<file path="src/hdl/uule_pkg.sv">
package uule_pkg;

  // Field widths fixed by the item format
  localparam int BYTE_W  = 8;
  localparam int LEN_W   = 6;
  localparam int CHAR_W  = 7;
  localparam int SUM_W   = 32;
  localparam int SLOTS   = 5;
  localparam int SLOT_W  = $clog2(SLOTS);

  // Default longest line in bytes
  localparam int MAX_LINE_BYTES_DEF = 45;

  // Character codes
  localparam logic [CHAR_W-1:0] CHAR_BASE = 7'h20;
  localparam logic [CHAR_W-1:0] CHAR_ZERO = 7'h60;

  // Characters produced by one input item, ready for the emitter
  typedef struct packed {
    logic [SLOTS-1:0][CHAR_W-1:0] chars;
    logic [SLOT_W-1:0]            last_idx;
    logic                         eol;
    logic [SUM_W-1:0]             byte_sum;
  } bundle_t;

  // Emitter status seen by the top level
  typedef struct packed {
    logic              busy;
    logic [SLOT_W-1:0] idx;
    logic [SLOT_W-1:0] last_idx;
  } emit_stat_t;

  // Map a 6-bit value to its printable character; zero becomes a backquote
  function automatic logic [CHAR_W-1:0] six_to_char(input logic [5:0] v);
    logic [CHAR_W-1:0] c;
    if (v == 6'd0) begin
      c = CHAR_ZERO;
    end else begin
      c = CHAR_BASE + {1'b0, v};
    end
    return c;
  endfunction

endpackage

</file>
<file path="src/hdl/uule_encode.sv">
module uule_encode import uule_pkg::*; #(
  parameter int MAX_LINE_BYTES = MAX_LINE_BYTES_DEF
) (
  input  logic              clk,
  input  logic              rst,
  input  logic              in_valid,
  output logic              in_ready,
  input  logic [BYTE_W-1:0] data_byte,
  input  logic              line_start,
  input  logic [LEN_W-1:0]  line_length,
  output logic              bnd_valid,
  input  logic              bnd_ready,
  output bundle_t           bnd
);

  // Line and group state
  logic [BYTE_W-1:0] held0, held1;
  logic [1:0]        group_fill;
  logic [LEN_W-1:0]  bytes_left;
  logic [SUM_W-1:0]  running_sum;

  logic [BYTE_W-1:0] held0_next, held1_next;
  logic [1:0]        group_fill_next;
  logic [LEN_W-1:0]  bytes_left_next;
  logic [SUM_W-1:0]  running_sum_next;

  logic              accept;
  logic [LEN_W-1:0]  len_sat, left_cur, left_dec;
  logic [1:0]        fill_cur;
  logic [BYTE_W-1:0] h0_cur, h1_cur, b0, b1, b2;
  logic              active, last, emit_group, has_out;
  logic [3*BYTE_W-1:0]              word;
  logic [3:0][CHAR_W-1:0]           grp;
  bundle_t           bnd_next;

  assign in_ready = !bnd_valid || bnd_ready;
  assign accept   = in_valid && in_ready;

  // Work out one item's characters and the following state
  always_comb begin
    len_sat  = (line_length > LEN_W'(MAX_LINE_BYTES)) ? LEN_W'(MAX_LINE_BYTES)
                                                      : line_length;
    left_cur = line_start ? len_sat : bytes_left;
    fill_cur = line_start ? 2'd0 : group_fill;
    h0_cur   = line_start ? '0 : held0;
    h1_cur   = line_start ? '0 : held1;
    active   = (left_cur != '0);
    left_dec = left_cur - LEN_W'(1);
    last     = (left_dec == '0);

    b0 = (fill_cur == 2'd0) ? data_byte : h0_cur;
    b1 = (fill_cur == 2'd1) ? data_byte : h1_cur;
    b2 = (fill_cur == 2'd2) ? data_byte : '0;
    emit_group = active && ((fill_cur == 2'd2) || last);

    word   = {b0, b1, b2};
    grp[0] = six_to_char(word[23:18]);
    grp[1] = six_to_char(word[17:12]);
    grp[2] = six_to_char(word[11:6]);
    grp[3] = six_to_char(word[5:0]);

    running_sum_next = running_sum + (active ? SUM_W'(data_byte) : '0);

    // Header character goes first when a line opens
    bnd_next.byte_sum = running_sum_next;
    bnd_next.eol      = line_start ? (!active || last) : last;
    if (line_start) begin
      bnd_next.chars[0] = CHAR_BASE + {1'b0, len_sat};
      bnd_next.chars[1] = grp[0];
      bnd_next.chars[2] = grp[1];
      bnd_next.chars[3] = grp[2];
      bnd_next.chars[4] = grp[3];
      bnd_next.last_idx = emit_group ? SLOT_W'(4) : SLOT_W'(0);
    end else begin
      bnd_next.chars[0] = grp[0];
      bnd_next.chars[1] = grp[1];
      bnd_next.chars[2] = grp[2];
      bnd_next.chars[3] = grp[3];
      bnd_next.chars[4] = grp[3];
      bnd_next.last_idx = SLOT_W'(3);
    end
    has_out = line_start || emit_group;

    // State update
    held0_next      = h0_cur;
    held1_next      = h1_cur;
    group_fill_next = fill_cur;
    bytes_left_next = left_cur;
    if (active) begin
      bytes_left_next = left_dec;
      if (emit_group) begin
        held0_next      = '0;
        held1_next      = '0;
        group_fill_next = 2'd0;
      end else begin
        if (fill_cur == 2'd0) begin
          held0_next = data_byte;
        end else begin
          held1_next = data_byte;
        end
        group_fill_next = fill_cur + 2'd1;
      end
    end
  end

  // State registers
  always_ff @(posedge clk) begin
    if (rst) begin
      held0       <= '0;
      held1       <= '0;
      group_fill  <= '0;
      bytes_left  <= '0;
      running_sum <= '0;
    end else if (accept) begin
      held0       <= held0_next;
      held1       <= held1_next;
      group_fill  <= group_fill_next;
      bytes_left  <= bytes_left_next;
      running_sum <= running_sum_next;
    end
  end

  // Result register
  always_ff @(posedge clk) begin
    if (rst) begin
      bnd_valid <= 1'b0;
    end else if (in_ready) begin
      bnd_valid <= accept && has_out;
    end
  end

  always_ff @(posedge clk) begin
    if (accept && has_out) begin
      bnd <= bnd_next;
    end
  end

endmodule

</file>
<file path="src/hdl/uule_emit.sv">
module uule_emit import uule_pkg::*; (
  input  logic              clk,
  input  logic              rst,
  input  logic              bnd_valid,
  output logic              bnd_ready,
  input  bundle_t           bnd,
  output logic              out_valid,
  input  logic              out_ready,
  output logic [CHAR_W-1:0] out_char,
  output logic              end_of_line,
  output logic [SUM_W-1:0]  byte_sum,
  output emit_stat_t        stat
);

  logic              busy;
  logic [SLOT_W-1:0] idx;
  bundle_t           cur;
  logic              at_last, done;

  assign at_last   = (idx == cur.last_idx);
  assign done      = busy && out_ready && at_last;
  assign bnd_ready = !busy || done;

  // Serialise the held characters one per cycle while out_ready is high
  always_ff @(posedge clk) begin
    if (rst) begin
      busy <= 1'b0;
      idx  <= '0;
    end else if (bnd_ready) begin
      busy <= bnd_valid;
      idx  <= '0;
    end else if (out_ready) begin
      idx <= idx + SLOT_W'(1);
    end
  end

  always_ff @(posedge clk) begin
    if (bnd_ready && bnd_valid) begin
      cur <= bnd;
    end
  end

  assign out_valid   = busy;
  assign out_char    = cur.chars[idx];
  assign end_of_line = at_last && cur.eol;
  assign byte_sum    = cur.byte_sum;

  assign stat.busy     = busy;
  assign stat.idx      = idx;
  assign stat.last_idx = cur.last_idx;

endmodule

</file>
<file path="src/hdl/uu_line_encoder_top.sv">
// Line encoder for uuencoded text. Each input item carries one data byte; the
// item that opens a line also carries the line's byte count (capped at
// MAX_LINE_BYTES) and yields the length character. Every third byte of a line,
// or the line's last byte, yields four characters; a short final group is
// padded with zero bytes. Each output item carries one character, the running
// byte sum after the byte that produced it, and tlast on the last character of
// a line. With the emitter free, the first character of a byte passes the
// result register and the emitter's held item before it can leave, and the
// rest follow one per cycle while the receiver is ready. The output port moves
// one character per cycle when the receiver is ready, so a byte yields 0 to 5
// characters and the character emitter sets the rate of a steady stream.
// The input side keeps taking bytes while one item's characters are still
// being sent, until a finished item waits in the result register.
module uu_line_encoder_top import uule_pkg::*; #(
  parameter int MAX_LINE_BYTES = MAX_LINE_BYTES_DEF
) (
  input  logic        clk,
  input  logic        rst,
  input  logic        s_axis_tvalid,
  output logic        s_axis_tready,
  input  logic [15:0] s_axis_tdata,   // data_byte[7:0], line_length[13:8], zero[15:14]
  input  logic        s_axis_tuser,   // line_start
  output logic        m_axis_tvalid,
  input  logic        m_axis_tready,
  output logic [39:0] m_axis_tdata,   // out_char[6:0], byte_sum[38:7], zero[39]
  output logic        m_axis_tlast    // end_of_line
);

  logic              bnd_valid, bnd_ready;
  bundle_t           bnd;
  logic [CHAR_W-1:0] out_char;
  logic [SUM_W-1:0]  byte_sum;
  emit_stat_t        stat;

  uule_encode #(
    .MAX_LINE_BYTES(MAX_LINE_BYTES)
  ) u_encode (
    .clk        (clk),
    .rst        (rst),
    .in_valid   (s_axis_tvalid),
    .in_ready   (s_axis_tready),
    .data_byte  (s_axis_tdata[7:0]),
    .line_start (s_axis_tuser),
    .line_length(s_axis_tdata[13:8]),
    .bnd_valid  (bnd_valid),
    .bnd_ready  (bnd_ready),
    .bnd        (bnd)
  );

  uule_emit u_emit (
    .clk        (clk),
    .rst        (rst),
    .bnd_valid  (bnd_valid),
    .bnd_ready  (bnd_ready),
    .bnd        (bnd),
    .out_valid  (m_axis_tvalid),
    .out_ready  (m_axis_tready),
    .out_char   (out_char),
    .end_of_line(m_axis_tlast),
    .byte_sum   (byte_sum),
    .stat       (stat)
  );

  assign m_axis_tdata = {1'b0, byte_sum, out_char};

  // Emitter index stays within the held characters
  a_idx_range: assert property (@(posedge clk) disable iff (rst)
    stat.busy |-> (stat.idx <= stat.last_idx))
    else $error("emitter index past last character");

  // All characters of one item report the same byte sum
  a_sum_stable: assert property (@(posedge clk) disable iff (rst)
    (m_axis_tvalid && m_axis_tready && (stat.idx != stat.last_idx))
      |=> $stable(m_axis_tdata[38:7]))
    else $error("byte sum changed inside an item's characters");

  // An idle output side never stalls the input side
  a_idle_ready: assert property (@(posedge clk) disable iff (rst)
    !m_axis_tvalid |-> s_axis_tready)
    else $error("input stalled while output is empty");

endmodule

</file>
<file path="config.mk">
export PLATFORM = sky130hd
export DESIGN_NAME = uu_line_encoder_top
export DESIGN_NICKNAME = d
export VERILOG_FILES = /design/src/hdl/uule_pkg.sv /design/src/hdl/uule_encode.sv /design/src/hdl/uule_emit.sv /design/src/hdl/uu_line_encoder_top.sv
export SDC_FILE = /design/constraint.sdc
export NUM_CORES = 1
export LEC_CHECK = 0
export BUFFER_PORTS_ARGS = -buffer_cell sky130_fd_sc_hd__clkbuf_2
export CORE_UTILIZATION = 55
export CTS_BUF_LIST = sky130_fd_sc_hd__clkbuf_8
export DETAILED_ROUTE_END_ITERATION = 12
export PLACE_DENSITY = 0.74
export SLEW_MARGIN = 5
export SYNTH_ARGS = -nofsm -noshare
export SYNTH_HDL_FRONTEND = slang
export SYNTH_HIERARCHICAL = 1
export SYNTH_SLANG_ARGS = --single-unit
</file>
<file path="constraint.sdc">
create_clock -name clk -period 8.4 [get_ports clk]
set_input_delay 0.84 -clock clk [delete_from_list [all_inputs] [get_ports clk]]
set_output_delay 0.84 -clock clk [all_outputs]
set_load 0.01 [all_outputs]
</file>
==> results of run 1 <==
[power groups by stage]
stage / clock [mW] / sequential, mW / combinational (mW)
2_1_floorplan: 0 / 1.18 / 0.192
3_3_place_gp: 0 / 1.18 / 0.241
5_1_grt: 0.900 / 1.17 / 0.273
3_5_place_dp: 0 / 1.19 / 0.248
6_report: 0.832 / 1.16 / 0.252
4_1_cts: 0.854 / 1.16 / 0.250
[placed cells by master (no fill, tap or decap), types with 17 or more instances in the layout]
cell type	instances
o21ai_0	23
clkbuf_2	60
a21oi_1	38
xnor2_1	28
edfxtp_1	141
nand2_1	59
dfxtp_1	61
and2_1	17
nor2_1	56
nand3_1	40
inv_1	36
clkbuf_8	35
xor2_1	31
nand4_1	17
[sequential cells by signal (all words and copies together) (netlist names), 3 cells and up]
| signal | count |
|---|---|
| u_emit/stat | 3 |
| u_encode/bnd | 70 |
| u_encode/bytes_left | 6 |
| u_encode/held0 | 8 |
| u_emit/cur | 36 |
| u_encode/held1 | 8 |
| u_emit/byte_sum | 32 |
| u_encode/running_sum | 32 |
| u_emit/idx | 3 |
[per-stage QoR]
step	hold slack, ns	instances	setup slack (ns)	cell area [sq um]	utilization (%)
after global placement	0.403	987	2.22	9400	58.3
after detailed placement	0.405	987	2.07	9400	58.3
after floorplan	0.400	782	3.90	9230	-
after global routing	0.423	1049	2.24	10000	62.4
after CTS	0.416	1049	2.65	10000	62.4
final	0.414	1049	2.49	10000	62.4
[path summary, 6_finish.rpt]
kind	slack, ns	end	cells after the start	from
max reg2reg	3.53	u_encode/bnd[10]$_DFFE_PP_	10	u_encode/bytes_left[3]$_SDFFE_PP0P_
min reg2reg	0.41	u_emit/cur[63]$_DFFE_PP_	0	u_encode/bnd[63]$_DFFE_PP_
min	0.41	u_emit/cur[63]$_DFFE_PP_	0	u_encode/bnd[63]$_DFFE_PP_
max	2.49	u_encode/bnd[10]$_DFFE_PP_	13	s_axis_tuser
[worst register-to-register path: stages, from the launching register on]
cell and delay, ns:
dfxtp_1 0.33, o22ai_1 0.50, nand4_1 0.66, and2_1 0.41, ha_1 0.34, a21o_1 0.13
a21oi_1 0.11, o21ai_1 0.88, nor2b_1 0.89, and3_1 0.29, xor2_1 0.07
[area by class of cell]
cell class,instances,area (sq um)
fillers,1283,6070
repair buffers,65,338
multi-input cells,477,3230
inverters,27,101
clock inverters,27,171
well taps,216,270
flip-flops and latches,202,5460
clock buffers,35,482
[routing by layer]
layer	routed length (um)	vias up	track usage, %
met5	0	-	0
met4	467	0	10.3
met3	1020	35	4.17
met2	9270	166	37.0
met1	7860	2931	26.8
li1	-	2870	-
==> flow_metrics.env, run 1 <==
export IMPL_core_sq_mm=0.0161
export IMPL_synth_fp_nets=818
export IMPL_cp_slowest_cell="nor2b_1"
export IMPL_hold_class="reg2reg"
export IMPL_cts_max_path_buffers=3
export IMPL_clockRootBuffer="clkbuf_8"
export IMPL_final_layout_size_suffix_gt1_share_pct=16.8
export IMPL_clock_latency_ns=0.52
export IMPL_finalSetupViolations=0
export IMPL_hold_viol=0
export IMPL_grt_pass1_vias=5977
export IMPL_p_total_mw=2.25
export IMPL_seqPwrFrac_pct=51.8
export IMPL_pwr_share_clk_pct=37.0
export IMPL_power_density_mw_per_mm2=224
export IMPL_clk_pin_slew_worst_paths_ns=0.06
export IMPL_period_minus_slack_ns=5.91
export IMPL_worstSetupStartpointType="input port"
export IMPL_period_share_pct=70.4
export IMPL_finClkSkew_ns=0.0152
export IMPL_crit_arrival_ns=6.17
export IMPL_grtUsageTotal_pct=21.8
export IMPL_area_delta_synth_final_pct=8.90
export IMPL_worstPathMaxFanout=69
export IMPL_synth_area_sq_mm=0.00923
export IMPL_cts_sinks=202
export IMPL_setup_tns_ns=0
export IMPL_cp_end_kind="flip-flop"
export IMPL_status="complete, no violations"
export IMPL_die_area_sq_mm=0.0173
export IMPL_ctsHoldBuffers=0
export IMPL_die_h_um=132
export IMPL_fmax_ghz=0.169
export IMPL_synth_cells=782
export IMPL_postRouteAntennaNets=0
export IMPL_final_max_slew_violation_count=0
export IMPL_finalNetCount=843
export IMPL_max_stage_delay_ns=0.89
export IMPL_dp_hpwl_um=12400
export IMPL_dr_pass1_iters=5
export IMPL_wl_per_cell_um=17.7
export IMPL_antenna_cells=0
export IMPL_ys_warn_count=6
export IMPL_synth_area_per_cell_sq_um=11.8
export IMPL_antenna_found_initial=0
export IMPL_p_int_mw=1.68
export IMPL_postCtsSetupBuffers=0
export IMPL_via_count=6002
export IMPL_grt_pass1_wl_um=29800
export IMPL_path_cells="clkbuf_2 > buf_4 > a21bo_1 > o22ai_1 > nand4_1 > and2_1 > ha_1 > a21o_1 > a21oi_1 > o21ai_1 > nor2b_1 > and3_1 > xor2_1"
export IMPL_io_buffer_count=60
export IMPL_peakVddDrop_v=0.000114
export IMPL_critical_path_buf_inv_count=2
export IMPL_cts_made_buffers=34
export IMPL_route_detailed_drc=0
export IMPL_dieWidth_um=132
export IMPL_worstMarginPinSlew_ns=1.20
export IMPL_cts_tree="built"
export IMPL_combPwrFrac_pct=11.2
export IMPL_viasPerCell=5.72
export IMPL_switching_share_pct=25.4
export IMPL_worstPathRequired_ns=8.66
export IMPL_row_count=46
export IMPL_drv_cap=0
export IMPL_gp_congestion=0.856
export IMPL_initial_core_util_pct=57.3
export IMPL_grt_setup_unrepaired="false"
export IMPL_power_leakage_nw=3.76
export IMPL_timing_worst_setup_path_type="in2reg"
export IMPL_p_switching_uw=571
export IMPL_grt_overflow_total=0
export IMPL_htreeDepth=2
export IMPL_drtIter0Drc=561
export IMPL_grt_max_degree=70
export IMPL_crit_family="simple AND/OR/NAND/NOR gates"
export IMPL_totalWireLength_um=18600
export IMPL_max_slew_margin_pct=19.8
export IMPL_ctsResizeCount=0
export IMPL_io_pins=64
No activity file was read; power rests on OpenSTA's default activity.
==> inputs of run 2 (changes only) <==
Clock period 8.4 ns to 6.1 ns, I/O delays scaled along.
==> run 2 against run 1 <==
Effect of this change: register-to-register slack got worse by 1.9 ns; first-iteration DRC count fell by 17%; largest cell class unchanged; routed wire length is 0.89% lower; clock power increased by 24%; cell area shrank 0.61%; sequential share of layout area grew 0.33 points; core utilization fell by 0.38 points; combinational power up 38%; non-clock buffer count grew 2; clock skew is 0.0063 ns lower; hold slack lost 0.062 ns.
==> flow_metrics.env, run 2 (same netlist as run 1, synthesis figures left out) <==
export IMPL_largest_reg_flops=70
export IMPL_finish_utilization_pct=62.0
export IMPL_worstPathMaxFanout=68
export IMPL_route_detailed_drc=0
export IMPL_p_int_mw=2.22
export IMPL_mostFrequentLayoutCell="edfxtp_1"
export IMPL_grt_pass1_wl_um=30400
export IMPL_fillers=1279
export IMPL_dp_hpwl_um=12400
export IMPL_p_switching_uw=763
export IMPL_crit_arrival_ns=5.29
export IMPL_clockRootBuffer="clkbuf_8"
export IMPL_wl_per_cell_um=17.6
export IMPL_die_h_um=132
export IMPL_via_count=6020
export IMPL_cp_slowest_cell="nor2b_1"
export IMPL_power_leakage_nw=3.76
export IMPL_row_count=46
export IMPL_worstSetupStartpointType="input port"
export IMPL_final_layout_size_suffix_gt1_share_pct=16.2
export IMPL_cts_sinks=202
export IMPL_finClkSkew_ns=0.00891
export IMPL_cts_max_path_buffers=3
export IMPL_io_pins=64
export IMPL_grt_setup_unrepaired="false"
export IMPL_gp_congestion=0.867
export IMPL_grtUsageTotal_pct=21.8
export IMPL_place_worst_setup_slack_ns=0.696
export IMPL_viasPerCell=5.75
export IMPL_ctsResizeCount=0
export IMPL_power_density_mw_per_mm2=298
export IMPL_pwr_share_clk_pct=34.6
export IMPL_combPwrFrac_pct=11.7
export IMPL_worstMarginPinSlew_ns=1.12
export IMPL_p_total_mw=2.98
export IMPL_core_sq_mm=0.0161
export IMPL_max_slew_margin_pct=25.0
export IMPL_setup_ws_ns=1.19
export IMPL_area_delta_synth_final_pct=8.23
export IMPL_path_cells="clkbuf_2 > buf_4 > o21ai_0 > inv_1 > ha_1 > nand4_1 > and2_1 > ha_1 > a21o_1 > a21oi_1 > o21ai_0 > buf_4 > nor2b_1 > and3_1 > xor2_1"
export IMPL_setup_tns_ns=0
export IMPL_antenna_cells=0
export IMPL_finalNetCount=842
export IMPL_period_minus_slack_ns=4.91
export IMPL_status="complete, no violations"
export IMPL_hold_viol=0
export IMPL_largest_registers="u_encode/bnd: 70 flops, u_emit/cur: 36 flops"
export IMPL_htreeDepth=1
export IMPL_dieWidth_um=132
export IMPL_antenna_found_initial=0
export IMPL_dr_pass1_iters=5
export IMPL_max_stage_delay_ns=0.76
export IMPL_io_buffer_count=60
export IMPL_worstPathRequired_ns=6.48
export IMPL_grt_pass1_vias=6003
export IMPL_postCtsSetupBuffers=0
export IMPL_fmax_ghz=0.204
export IMPL_die_area_sq_mm=0.0173
export IMPL_ctsHoldBuffers=0
export IMPL_hold_class="in2reg"
export IMPL_finalSetupViolations=0
export IMPL_totalWireLength_um=18500
export IMPL_timing_worst_setup_path_type="in2reg"
export IMPL_period_share_pct=80.6
export IMPL_final_max_slew_violation_count=0
export IMPL_switching_share_pct=25.6
export IMPL_top_register="u_encode/bnd"
export IMPL_final_cell_mix="edfxtp_1 (141), dfxtp_1 (61), clkbuf_2 (60)"
export IMPL_initial_core_util_pct=57.3
export IMPL_drv_cap=0
export IMPL_cts_made_buffers=31
export IMPL_drtIter0Drc=463
export IMPL_clk_pin_slew_worst_paths_ns=0.06
export IMPL_postRouteAntennaNets=0
export IMPL_grt_overflow_total=0
export IMPL_peakVddDrop_v=0.000214
export IMPL_seqPwrFrac_pct=53.8
export IMPL_cp_end_kind="flip-flop"
export IMPL_clock_latency_ns=0.55
export IMPL_cts_tree="built"
export IMPL_grt_max_degree=69
run 2: changes by cell type in the layout (fill, tap and decap cells not counted), moves of 2 or more:
cell      delta
inv_6        -2
inv_1        +8
clkbuf_8     -3
buf_4        +2
clkinv_2     -2
clkinv_1     -5
run 2: worst max-delay path: cells and delay by family:
kind | cells | cell delay [ns]
and+or+nand+nor | 4 | 2.05
buffers and inverters | 4 | 1.02
AOI/OAI and AO/OA | 4 | 0.74
adders and majority gates | 2 | 0.65
xor gates and xnor gates | 1 | 0.22
run 2: final cells by class:
cell class | instances | area, sq um | share of cell area (%)
Clock buffer | 32 | 440 | 4.41
Clock inverter | 26 | 136 | 1.37
Inverter | 27 | 101 | 1.01
Multi-Input combinational cell | 477 | 3230 | 32.3
Sequential cell | 202 | 5460 | 54.6
Tap cell | 216 | 270 | 2.71
Timing Repair Buffer | 67 | 353 | 3.53
run 2: per-stage QoR:
step	hold slack [ns]	instances	area (sq um)
2_1_floorplan	0.400	782	9230
3_3_place_gp	0.401	989	9410
3_5_place_dp	0.405	989	9410
4_1_cts	0.321	1047	9990
5_1_grt	0.342	1047	9990
6_report	0.352	1047	9990
run 2: path summary, 6_finish.rpt:
path | end | depth (start not counted) | from | slack (ns)
worst min register to register | u_emit/cur[55]$_DFFE_PP_ | 0 | u_encode/bnd[55]$_DFFE_PP_ | 0.42
worst max-delay path | u_encode/bnd[10]$_DFFE_PP_ | 15 | s_axis_tuser | 1.19
worst min-delay path | u_emit/idx[1]$_SDFFE_PP0P_ | 3 | m_axis_tready | 0.35
worst max register to register | u_encode/bnd[10]$_DFFE_PP_ | 11 | u_encode/bytes_left[3]$_SDFFE_PP0P_ | 1.64
run 2: power by group through the flow:
stage,registers (mW),logic (mW),clock network [mW]
finish,1.60,0.348,1.03
global route,1.61,0.380,1.12
CTS,1.60,0.346,1.06
detailed placement,1.63,0.342,0
global placement,1.63,0.335,0
floorplan,1.62,0.265,0
run 2: metal layers:
layer | track usage [%] | vias to the layer above | wire length, um
met4 | 8.01 | 0 | 480
met1 | 28.1 | 2893 | 7840
met5 | 0 | - | 0
met2 | 36.4 | 215 | 8920
li1 | - | 2867 | -
met3 | 4.13 | 45 | 1220
